File: src/hdl/sog_pkg.sv
// Shared types, constants and width helpers for the sensor offset and gain scaler.
// Depends on nothing; every other file of the block imports it.
package sog_pkg;

  // Default width of a raw converter reading.
  localparam int SAMPLE_BITS_DEF = 12;

  // Fixed field widths.
  localparam int CH_W      = 2;
  localparam int OFS_W     = 12;
  localparam int SENS_W    = 13;
  localparam int OUT_W     = 23;
  localparam int REG_IDX_W = 3;
  localparam int NUM_CH    = 4;

  // Scale factor and its width, and the symmetric output bound.
  localparam int SCALE_FACTOR = 1000;
  localparam int SCALE_W      = 10;
  localparam int OUT_MAX      = 4095000;

  // Depth of the queue between front and back.
  localparam int QDEPTH = 4;

  // Channel codes.
  typedef enum logic [CH_W-1:0] {
    CH_X    = 2'd0,
    CH_Y    = 2'd1,
    CH_Z    = 2'd2,
    CH_GYRO = 2'd3
  } sog_chan_e;

  // Register indexes of the configuration port.
  typedef enum logic [REG_IDX_W-1:0] {
    REG_X_OFS     = 3'd0,
    REG_Y_OFS     = 3'd1,
    REG_Z_OFS     = 3'd2,
    REG_GYRO_OFS  = 3'd3,
    REG_X_SENS    = 3'd4,
    REG_Y_SENS    = 3'd5,
    REG_Z_SENS    = 3'd6,
    REG_GYRO_SENS = 3'd7
  } sog_reg_e;

  // Reset values of the calibration registers, one per channel.
  localparam logic [OFS_W-1:0] OFS_RESET [NUM_CH] = '{
    12'd2048, 12'd2048, 12'd2048, 12'd1680
  };
  localparam logic [SENS_W-1:0] SENS_RESET [NUM_CH] = '{
    13'd819, 13'd819, 13'd819, 13'd825
  };

  // Sideband of one queued item: channel, result sign, zero-divisor flag.
  typedef struct packed {
    logic [CH_W-1:0] ch;
    logic            neg;
    logic            dz;
  } sog_tag_t;

  // Signed width of raw minus offset.
  function automatic int sog_diff_w(input int sample_bits);
    return ((sample_bits > OFS_W) ? sample_bits : OFS_W) + 1;
  endfunction

  // Unsigned width of |raw minus offset| times the scale factor.
  function automatic int sog_mag_w(input int sample_bits);
    return sog_diff_w(sample_bits) - 1 + SCALE_W;
  endfunction

endpackage

File: src/hdl/sog_if.sv
// Valid/ready channel interfaces for the scaler: raw readings in, scaled results out.
// Depends on sog_pkg for field widths.
interface sog_in_if #(
  parameter int SAMPLE_BITS = sog_pkg::SAMPLE_BITS_DEF
) ();
  import sog_pkg::*;

  logic                   valid;
  logic                   ready;
  logic [CH_W-1:0]        channel;
  logic [SAMPLE_BITS-1:0] raw_sample;

  modport source (output valid, output channel, output raw_sample, input ready);
  modport sink   (input valid, input channel, input raw_sample, output ready);
endinterface

interface sog_out_if ();
  import sog_pkg::*;

  logic                    valid;
  logic                    ready;
  logic signed [OUT_W-1:0] scaled_value;
  logic                    divide_by_zero;
  logic [CH_W-1:0]         result_channel;

  modport source (output valid, output scaled_value, output divide_by_zero,
                  output result_channel, input ready);
  modport sink   (input valid, input scaled_value, input divide_by_zero,
                  input result_channel, output ready);
endinterface

File: src/hdl/sensor_offset_gain_scaler.sv
// Top level of the sensor offset and gain scaler: front end, queue, divider back end.
// Depends on sog_pkg, sog_if, sog_front, sog_queue and sog_back.
//
//   Channel   Dir  Handshake      Payload
//   in_ch     in   valid/ready    channel, raw_sample
//   out_ch    out  valid/ready    scaled_value, divide_by_zero, result_channel
//   cfg_*     in   cfg_we         cfg_index, cfg_data (no read-back)
//
// One reading is accepted per cycle when the output is taken every cycle.
// A reading passes the front stage, the queue, the divider, which resolves one
// quotient bit per pipeline stage, and then the output register.
// Reset is synchronous and active low; it empties all stages and the queue.
// An output stall freezes the divider; the queue and front stage keep
// accepting until the four-entry queue fills.
module sensor_offset_gain_scaler #(
  parameter int SAMPLE_BITS = sog_pkg::SAMPLE_BITS_DEF
) (
  input  logic                          clk,
  input  logic                          rst_n,
  sog_in_if.sink                        in_ch,
  sog_out_if.source                     out_ch,
  input  logic                          cfg_we,
  input  logic [sog_pkg::REG_IDX_W-1:0] cfg_index,
  input  logic [sog_pkg::SENS_W-1:0]    cfg_data
);
  import sog_pkg::*;

  localparam int MAG_W = sog_mag_w(SAMPLE_BITS);

  logic              push, pop, q_ready, q_valid;
  logic [MAG_W-1:0]  push_mag, head_mag;
  logic [SENS_W-1:0] push_den, head_den;
  sog_tag_t          push_tag, head_tag;

  sog_front #(.SAMPLE_BITS(SAMPLE_BITS)) u_front (
    .clk       (clk),
    .rst_n     (rst_n),
    .in_ch     (in_ch),
    .cfg_we    (cfg_we),
    .cfg_index (cfg_index),
    .cfg_data  (cfg_data),
    .q_ready   (q_ready),
    .push      (push),
    .push_mag  (push_mag),
    .push_den  (push_den),
    .push_tag  (push_tag)
  );

  sog_queue #(.SAMPLE_BITS(SAMPLE_BITS)) u_queue (
    .clk      (clk),
    .rst_n    (rst_n),
    .push     (push),
    .push_mag (push_mag),
    .push_den (push_den),
    .push_tag (push_tag),
    .q_ready  (q_ready),
    .pop      (pop),
    .q_valid  (q_valid),
    .head_mag (head_mag),
    .head_den (head_den),
    .head_tag (head_tag)
  );

  sog_back #(.SAMPLE_BITS(SAMPLE_BITS)) u_back (
    .clk      (clk),
    .rst_n    (rst_n),
    .q_valid  (q_valid),
    .head_mag (head_mag),
    .head_den (head_den),
    .head_tag (head_tag),
    .pop      (pop),
    .out_ch   (out_ch)
  );

endmodule

File: src/hdl/sog_front.sv
// Front end: calibration registers, offset subtraction and scaling by 1000.
// Depends on sog_pkg and sog_in_if; feeds sog_queue.
module sog_front #(
  parameter int SAMPLE_BITS = sog_pkg::SAMPLE_BITS_DEF
) (
  input  logic                              clk,
  input  logic                              rst_n,
  sog_in_if.sink                            in_ch,
  input  logic                              cfg_we,
  input  logic [sog_pkg::REG_IDX_W-1:0]     cfg_index,
  input  logic [sog_pkg::SENS_W-1:0]        cfg_data,
  input  logic                              q_ready,
  output logic                              push,
  output logic [sog_pkg::sog_mag_w(SAMPLE_BITS)-1:0] push_mag,
  output logic [sog_pkg::SENS_W-1:0]        push_den,
  output sog_pkg::sog_tag_t                 push_tag
);
  import sog_pkg::*;

  localparam int DIFF_W = sog_diff_w(SAMPLE_BITS);
  localparam int MAG_W  = sog_mag_w(SAMPLE_BITS);

  logic [OFS_W-1:0]  ofs_r  [NUM_CH];
  logic [SENS_W-1:0] sens_r [NUM_CH];

  logic                     fa_vld_r;
  logic [CH_W-1:0]          fa_ch_r;
  logic signed [DIFF_W-1:0] fa_diff_r;
  logic [SENS_W-1:0]        fa_sens_r;
  logic                     fa_vld_nxt;
  logic signed [DIFF_W-1:0] diff_nxt;
  logic                     load;
  logic [DIFF_W-2:0]        abs_diff;

  // Calibration registers; the user must write them only while idle, the block does not enforce it.
  always_ff @(posedge clk) begin
    if (!rst_n) begin
      for (int c = 0; c < NUM_CH; c++) begin
        ofs_r[c]  <= OFS_RESET[c];
        sens_r[c] <= SENS_RESET[c];
      end
    end else if (cfg_we) begin
      case (cfg_index)
        REG_X_OFS:     ofs_r[CH_X]     <= cfg_data[OFS_W-1:0];
        REG_Y_OFS:     ofs_r[CH_Y]     <= cfg_data[OFS_W-1:0];
        REG_Z_OFS:     ofs_r[CH_Z]     <= cfg_data[OFS_W-1:0];
        REG_GYRO_OFS:  ofs_r[CH_GYRO]  <= cfg_data[OFS_W-1:0];
        REG_X_SENS:    sens_r[CH_X]    <= cfg_data;
        REG_Y_SENS:    sens_r[CH_Y]    <= cfg_data;
        REG_Z_SENS:    sens_r[CH_Z]    <= cfg_data;
        REG_GYRO_SENS: sens_r[CH_GYRO] <= cfg_data;
        default: ;
      endcase
    end
  end

  // Accept a beat whenever the stage is empty or drains into the queue.
  assign push        = fa_vld_r && q_ready;
  assign in_ch.ready = !fa_vld_r || q_ready;
  assign load        = in_ch.valid && in_ch.ready;
  assign diff_nxt    = DIFF_W'(in_ch.raw_sample) - DIFF_W'(ofs_r[in_ch.channel]);

  always_comb begin
    fa_vld_nxt = fa_vld_r;
    if (load) begin
      fa_vld_nxt = 1'b1;
    end else if (push) begin
      fa_vld_nxt = 1'b0;
    end
  end

  always_ff @(posedge clk) begin
    if (!rst_n) begin
      fa_vld_r <= 1'b0;
    end else begin
      fa_vld_r <= fa_vld_nxt;
    end
  end

  always_ff @(posedge clk) begin
    if (load) begin
      fa_ch_r   <= in_ch.channel;
      fa_diff_r <= diff_nxt;
      fa_sens_r <= sens_r[in_ch.channel];
    end
  end

  // Split into magnitude and sign so the divider works on unsigned values.
  assign abs_diff = fa_diff_r[DIFF_W-1] ? (DIFF_W-1)'(-fa_diff_r) : fa_diff_r[DIFF_W-2:0];
  assign push_mag = MAG_W'(abs_diff) * MAG_W'(SCALE_FACTOR);
  assign push_den = fa_sens_r[SENS_W-1] ? SENS_W'(-fa_sens_r) : fa_sens_r;

  always_comb begin
    push_tag.ch  = fa_ch_r;
    push_tag.neg = fa_diff_r[DIFF_W-1] ^ fa_sens_r[SENS_W-1];
    push_tag.dz  = (fa_sens_r == '0);
  end

endmodule

File: src/hdl/sog_queue.sv
// Short queue that decouples the front end from the divider pipeline.
// Depends on sog_pkg for the tag type and queue depth.
module sog_queue #(
  parameter int SAMPLE_BITS = sog_pkg::SAMPLE_BITS_DEF
) (
  input  logic                                       clk,
  input  logic                                       rst_n,
  input  logic                                       push,
  input  logic [sog_pkg::sog_mag_w(SAMPLE_BITS)-1:0] push_mag,
  input  logic [sog_pkg::SENS_W-1:0]                 push_den,
  input  sog_pkg::sog_tag_t                          push_tag,
  output logic                                       q_ready,
  input  logic                                       pop,
  output logic                                       q_valid,
  output logic [sog_pkg::sog_mag_w(SAMPLE_BITS)-1:0] head_mag,
  output logic [sog_pkg::SENS_W-1:0]                 head_den,
  output sog_pkg::sog_tag_t                          head_tag
);
  import sog_pkg::*;

  localparam int MAG_W = sog_mag_w(SAMPLE_BITS);
  localparam int PTR_W = $clog2(QDEPTH);
  localparam int CNT_W = $clog2(QDEPTH + 1);

  logic [MAG_W-1:0]  mag_q [QDEPTH];
  logic [SENS_W-1:0] den_q [QDEPTH];
  sog_tag_t          tag_q [QDEPTH];

  logic [PTR_W-1:0] wr_ptr_r, rd_ptr_r;
  logic [CNT_W-1:0] count_r, count_nxt;

  assign q_ready  = (count_r != CNT_W'(QDEPTH));
  assign q_valid  = (count_r != '0);
  assign head_mag = mag_q[rd_ptr_r];
  assign head_den = den_q[rd_ptr_r];
  assign head_tag = tag_q[rd_ptr_r];

  // Occupancy follows push and pop; both may happen in one cycle.
  always_comb begin
    count_nxt = count_r;
    case ({push, pop})
      2'b10:   count_nxt = count_r + 1'b1;
      2'b01:   count_nxt = count_r - 1'b1;
      default: count_nxt = count_r;
    endcase
  end

  always_ff @(posedge clk) begin
    if (!rst_n) begin
      wr_ptr_r <= '0;
      rd_ptr_r <= '0;
      count_r  <= '0;
    end else begin
      count_r <= count_nxt;
      if (push) begin
        wr_ptr_r <= wr_ptr_r + 1'b1;
      end
      if (pop) begin
        rd_ptr_r <= rd_ptr_r + 1'b1;
      end
    end
  end

  always_ff @(posedge clk) begin
    if (push) begin
      mag_q[wr_ptr_r] <= push_mag;
      den_q[wr_ptr_r] <= push_den;
      tag_q[wr_ptr_r] <= push_tag;
    end
  end

endmodule

File: src/hdl/sog_back.sv
// Back end: pipelined restoring divider, one quotient bit per stage, then
// sign, saturation and the output register. Depends on sog_pkg and sog_out_if.
module sog_back #(
  parameter int SAMPLE_BITS = sog_pkg::SAMPLE_BITS_DEF
) (
  input  logic                                       clk,
  input  logic                                       rst_n,
  input  logic                                       q_valid,
  input  logic [sog_pkg::sog_mag_w(SAMPLE_BITS)-1:0] head_mag,
  input  logic [sog_pkg::SENS_W-1:0]                 head_den,
  input  sog_pkg::sog_tag_t                          head_tag,
  output logic                                       pop,
  sog_out_if.source                                  out_ch
);
  import sog_pkg::*;

  localparam int MAG_W = sog_mag_w(SAMPLE_BITS);
  localparam int REM_W = SENS_W - 1;
  localparam int CMP_W = (MAG_W > OUT_W) ? MAG_W : OUT_W;

  // Stage registers.
  logic              st_vld_r [MAG_W];
  logic [REM_W-1:0]  st_rem_r [MAG_W];
  logic [MAG_W-1:0]  st_num_r [MAG_W];
  logic [SENS_W-1:0] st_den_r [MAG_W];
  sog_tag_t          st_tag_r [MAG_W];

  // Stage inputs and the trial subtraction of each stage.
  logic              in_vld [MAG_W];
  logic [REM_W-1:0]  in_rem [MAG_W];
  logic [MAG_W-1:0]  in_num [MAG_W];
  logic [SENS_W-1:0] in_den [MAG_W];
  sog_tag_t          in_tag [MAG_W];
  logic [REM_W:0]    trial  [MAG_W];
  logic [REM_W:0]    sub    [MAG_W];
  logic              take   [MAG_W];

  logic                    back_en;
  logic                    out_vld_r;
  logic signed [OUT_W-1:0] out_val_r, out_val_nxt;
  logic                    out_dz_r;
  logic [CH_W-1:0]         out_ch_r;
  logic [CMP_W-1:0]        q_ext;
  logic [OUT_W-2:0]        q_sat;

  // The whole pipeline moves when the output register is free or drained.
  assign back_en = !out_vld_r || out_ch.ready;
  assign pop     = back_en && q_valid;

  // Chain the stages: the queue head enters stage zero.
  always_comb begin
    in_vld[0] = q_valid;
    in_rem[0] = '0;
    in_num[0] = head_mag;
    in_den[0] = head_den;
    in_tag[0] = head_tag;
    for (int i = 1; i < MAG_W; i++) begin
      in_vld[i] = st_vld_r[i-1];
      in_rem[i] = st_rem_r[i-1];
      in_num[i] = st_num_r[i-1];
      in_den[i] = st_den_r[i-1];
      in_tag[i] = st_tag_r[i-1];
    end
    for (int i = 0; i < MAG_W; i++) begin
      trial[i] = {in_rem[i], in_num[i][MAG_W-1]};
      take[i]  = (trial[i] >= in_den[i]);
      sub[i]   = trial[i] - in_den[i];
    end
  end

  always_ff @(posedge clk) begin
    if (!rst_n) begin
      for (int i = 0; i < MAG_W; i++) begin
        st_vld_r[i] <= 1'b0;
      end
    end else if (back_en) begin
      for (int i = 0; i < MAG_W; i++) begin
        st_vld_r[i] <= in_vld[i];
      end
    end
  end

  // Dividend bits shift out at the top while quotient bits shift in below.
  always_ff @(posedge clk) begin
    if (back_en) begin
      for (int i = 0; i < MAG_W; i++) begin
        st_rem_r[i] <= take[i] ? sub[i][REM_W-1:0] : trial[i][REM_W-1:0];
        st_num_r[i] <= {in_num[i][MAG_W-2:0], take[i]};
        st_den_r[i] <= in_den[i];
        st_tag_r[i] <= in_tag[i];
      end
    end
  end

  // Saturate the magnitude, apply the sign, and force zero on a zero divisor.
  assign q_ext = CMP_W'(st_num_r[MAG_W-1]);
  assign q_sat = (q_ext > CMP_W'(OUT_MAX)) ? (OUT_W-1)'(OUT_MAX) : q_ext[OUT_W-2:0];

  always_comb begin
    if (st_tag_r[MAG_W-1].dz) begin
      out_val_nxt = '0;
    end else if (st_tag_r[MAG_W-1].neg) begin
      out_val_nxt = -$signed({1'b0, q_sat});
    end else begin
      out_val_nxt = $signed({1'b0, q_sat});
    end
  end

  always_ff @(posedge clk) begin
    if (!rst_n) begin
      out_vld_r <= 1'b0;
    end else if (back_en) begin
      out_vld_r <= st_vld_r[MAG_W-1];
    end
  end

  always_ff @(posedge clk) begin
    if (back_en) begin
      out_val_r <= out_val_nxt;
      out_dz_r  <= st_tag_r[MAG_W-1].dz;
      out_ch_r  <= st_tag_r[MAG_W-1].ch;
    end
  end

  assign out_ch.valid          = out_vld_r;
  assign out_ch.scaled_value   = out_val_r;
  assign out_ch.divide_by_zero = out_dz_r;
  assign out_ch.result_channel = out_ch_r;

endmodule

File: src/flat_wrapper.sv
// flat-port wrapper written by rule: the top's interface ports become plain ports
module sensor_offset_gain_scaler_flat import sog_pkg::*;
#(
  parameter int SAMPLE_BITS = sog_pkg::SAMPLE_BITS_DEF
)
  (clk, rst_n, cfg_we, cfg_index, cfg_data, in_ch_valid, in_ch_channel, in_ch_raw_sample, in_ch_ready, out_ch_valid, out_ch_scaled_value, out_ch_divide_by_zero, out_ch_result_channel, out_ch_ready);
  sog_in_if #(.SAMPLE_BITS(SAMPLE_BITS)) in_ch_i ();
  sog_out_if out_ch_i ();
  input  logic clk;
  input  logic rst_n;
  input  logic cfg_we;
  input  logic [sog_pkg::REG_IDX_W-1:0] cfg_index;
  input  logic [sog_pkg::SENS_W-1:0] cfg_data;
  input wire logic [$bits(in_ch_i.valid)-1:0] in_ch_valid;
  input wire logic [$bits(in_ch_i.channel)-1:0] in_ch_channel;
  input wire logic [$bits(in_ch_i.raw_sample)-1:0] in_ch_raw_sample;
  output wire logic [$bits(in_ch_i.ready)-1:0] in_ch_ready;
  output wire logic [$bits(out_ch_i.valid)-1:0] out_ch_valid;
  output wire logic [$bits(out_ch_i.scaled_value)-1:0] out_ch_scaled_value;
  output wire logic [$bits(out_ch_i.divide_by_zero)-1:0] out_ch_divide_by_zero;
  output wire logic [$bits(out_ch_i.result_channel)-1:0] out_ch_result_channel;
  input wire logic [$bits(out_ch_i.ready)-1:0] out_ch_ready;
  assign in_ch_i.valid = in_ch_valid;
  assign in_ch_i.channel = in_ch_channel;
  assign in_ch_i.raw_sample = in_ch_raw_sample;
  assign in_ch_ready = in_ch_i.ready;
  assign out_ch_valid = out_ch_i.valid;
  assign out_ch_scaled_value = out_ch_i.scaled_value;
  assign out_ch_divide_by_zero = out_ch_i.divide_by_zero;
  assign out_ch_result_channel = out_ch_i.result_channel;
  assign out_ch_i.ready = out_ch_ready;
  sensor_offset_gain_scaler #(.SAMPLE_BITS(SAMPLE_BITS)) u_core (.clk(clk), .rst_n(rst_n), .in_ch(in_ch_i), .out_ch(out_ch_i), .cfg_we(cfg_we), .cfg_index(cfg_index), .cfg_data(cfg_data));
endmodule
File: config.mk
export PLATFORM = sky130hd
export DESIGN_NAME = sensor_offset_gain_scaler_flat
export DESIGN_NICKNAME = d
export VERILOG_FILES = /design/src/hdl/sog_pkg.sv /design/src/hdl/sog_if.sv /design/src/hdl/sensor_offset_gain_scaler.sv /design/src/hdl/sog_front.sv /design/src/hdl/sog_queue.sv /design/src/hdl/sog_back.sv /design/src/flat_wrapper.sv
export SDC_FILE = /design/constraint.sdc
export NUM_CORES = 2
export LEC_CHECK = 0
export ABC_CLOCK_PERIOD_IN_PS = 41600
export BUFFER_PORTS_ARGS = -buffer_cell sky130_fd_sc_hd__buf_2
export CORE_UTILIZATION = 63
export CTS_CLUSTER_SIZE = 8
export DETAILED_ROUTE_END_ITERATION = 16
export HOLD_SLACK_MARGIN = 0.05
export PLACE_DENSITY = 0.89
export RECOVER_POWER = 50
export SETUP_SLACK_MARGIN = 0.05
export SKIP_CTS_REPAIR_TIMING = 1
export SLEW_MARGIN = 20
export SYNTH_ARGS = -nofsm -noshare
export SYNTH_HDL_FRONTEND = slang
export SYNTH_SLANG_ARGS = --single-unit
File: constraint.sdc
create_clock -name clk -period 41.6 [get_ports clk]
set_input_delay 4.16 -clock clk [delete_from_list [all_inputs] [get_ports clk]]
set_output_delay 4.16 -clock clk [all_outputs]
set_load 0.1 [all_outputs]
==> flow_summary.yaml <==
timing:
  hold_viol: 0
  fin_crit_ps: 8000
  drv_slew: 352
  grt_setup_unrepaired: "false"
  fin_ws_ps: 33600
  worst_pin_slew_ps: 3290
  setup_viol: 0
  fin_crit_sh_pct: 19.2
  slew_headroom_pct: -119
  tns_ps: 0
  fmax_ghz: 0.125
  hold_ws_ps: 381
  fin_skew_ps: 56.9
setup_path:
  cp_slowest_cell: "clkbuf_1"
  end_kind: "flip-flop"
  cpPeakStageDelay_ps: 1540
  worstPathCellList: "clkbuf_1 > mux4_2 > inv_1 > ha_1 > nor2b_1 > o21ai_0 > nand2b_1 > a2111oi_0 > o31ai_1 > o41ai_1 > xnor2_1"
  cp_top_family: "buffers and inverters"
  crit_type: "in2reg"
  crit_path_max_fanout: 26
  startpoint_type: "primary input"
  cp_num_buf_inv: 2
  arrival_ps: 8530
  critical_path_required_ps: 42130
final_layout:
  multi_input_area_um2: 19900
  fillers: 5547
  drive_gt1_share_pct: 10.6
  layout.nets: 5059
  syn_to_final_growth_pct: 11.1
  layout_commonest_cell: "edfxtp_1"
  layout_common_cells: "1340 x edfxtp_1, 490 x inv_1, 337 x ha_1, 215 x nand2_1"
  instances_no_fill: 5950
  antenna_cells: 0
  seqCellArea_um2: 40800
synthesis:
  synth.distinct_cells: 72
  synth_seq_cells: 1368
  ys_warn_count: 0
  syn_nets: 4839
  synth_edf_count: 1340
  syn_area_per_cell_um2: 14.3
  async_flop_share_pct: 0
  ys.flop_type: "edfxtp_1"
  synth_area_um2: 62900
  yosysSeqAreaShare_pct: 64.9
  syn_inst: 4409
place:
  dp_hpwl_um: 77000
  place_congestion: 0.900
  port_buffers: 62
  pre_cts_ws_ps: 33140
  placed_cells: 5726
detailed_routing:
  drtPass1Iterations: 8
  vias: 37500
  vias_per_cell: 6.30
  routed_wl_um: 132000
  drc: 0
  wl_per_cell_um: 22.3
  ant_nets: 0
  drt-initial-drc-count: 3881
die:
  die_w_um: 318
  pin_count: 63
  num_rows: 115
  core_area_um2: 98600
  initial_core_util_pct: 63.8
  die-area_um2: 101000
  die_y_um: 318
grt:
  grt_pass1_wl_um: 207000
  antenna_found_initial: 2
  grt_pass1_vias: 39200
  grt_max_degree: 209
  grt_overflow: 0
  track_usage_pct: 26.1
cts:
  cts_tree: "built"
  htree_levels: 4
  cts.sinks: 1368
  cts_inserted_buffers: 188
  clock_latency_ps: 800
  clock_path_buffers: 3
  ctsRootBufferMaster: "clkbuf_16"
  clk_pin_slew_ps: 50
flow_run:
  cap_violations: 12
status:
  failed_checks: "capacitance limit, slew limit"
  status: "finished, violations left"
min_path:
  worstHoldPathType: "reg2reg"
-- cells by family after synthesis --
kind of cell / share of synthesized area (%)
xor gates and xnor gates: 2.94
adders and majority gates: 8.55
muxes: 5.77
DFF: 64.9
buffers and inverters: 3.44
AOI/OAI and AO/OA: 7.39
and+or+nand+nor: 7.00
-- per-stage QoR --
stage               instance area [µm²]  utilization, %
floorplan                         62900               -
detailed placement                64800            65.8
finish                            69900            70.9
global placement                  64800            65.8
global route                      69900            70.9
CTS                               70000            71.0
-- sequential cells by signal (all words and copies together), names as in the netlist, 13 cells and up, named ones only --
name,cells
u_core.u_back.st_num_r,424
u_core.u_back.st_den_r,273
u_core.u_back.st_rem_r,252
u_core.u_back.st_tag_r,88
u_core.u_queue.mag_q,76
u_core.u_front.sens_r,52
u_core.u_queue.den_q,52
u_core.u_front.ofs_r,48
u_core.u_back.out_ch.scaled_value,23
u_core.u_back.st_vld_r,22
u_core.u_queue.tag_q,16
u_core.u_front.fa_diff_r,13
u_core.u_front.fa_sens_r,13
-- final cells by class --
class                   instances  area share, %
inverters                     491           2.65
clock inverters                14          0.473
multi-input cells            2476           28.5
flip-flops and latches       1368           58.4
clock buffers                 210           6.88
repair buffers                104          0.785
well taps                    1287           2.31
-- path summary, 6_finish.rpt --
| check | from | to | slack (ps) | cells after the start |
|---|---|---|---|---|
| worst max-delay path | in_ch_channel[0] | u_core.u_front.fa_diff_r[11] | 33600 | 11 |
| worst min-delay path | u_core.u_back.st_num_r[2][97] | u_core.u_back.st_num_r[2][120] | 380 | 0 |
| worst max register to register | u_core.u_front.fa_diff_r[0] | u_core.u_queue.mag_q[1][15] | 34760 | 17 |
| worst min register to register | u_core.u_back.st_num_r[2][97] | u_core.u_back.st_num_r[2][120] | 380 | 0 |
-- synthesized netlist by cell type, types with 12 or more instances --
cell      number  area (µm²)
inv_1        490        1840
mux2_2       157        1770
clkbuf_1      48         180
edfxtp_1    1340       40200
a31oi_1       33         206
a311oi_1      12         105
dfxtp_1       28         561
nand3_1       70         350
a21oi_1      181         906
xnor2_1      152        1330
o31ai_1       55         413
xor2_1        59         517
nand2b_1      29         181
mux4_2        60        1350
a211oi_1      16         120
nand2_1      215         807
or3_1         47         294
nand4_1       31         194
or2_2         13        81.3
o311ai_0      26         228
a21o_1        65         488
nor3_1        69         345
and2_1       105         657
a21boi_0      25         188
nor2b_1       76         475
ha_1         337        4220
fa_1          58        1160
nor2_1       189         709
mux2i_1       51         510
o21a_1        63         473
buf_2         19        95.1
o21ai_0      153         766
-- worst reg2reg max path, delay by kind of cell (launching register included) --
kind / cells / cell delay [ps]
AND/OR/NAND/NOR: 2 / 670
XOR/XNOR: 2 / 930
flip-flops: 1 / 540
AO/OA/AOI/OAI: 5 / 1320
buffers and inverters: 3 / 540
adder cells (fa/ha/maj): 5 / 2590
-- layer usage --
metal | wire length (µm) | global-route usage (%) | vias to the layer above
met1 | 46700 | 28.8 | 18300
met5 | 7 | 0 | -
met2 | 70200 | 47.7 | 2022
met4 | 6850 | 14.4 | 2
met3 | 8730 | 4.46 | 547
li1 | - | - | 16700
Power is left out: the tool's default activity adds up to more than one toggle a clock period on the data nets, which glitch-free logic cannot reach.
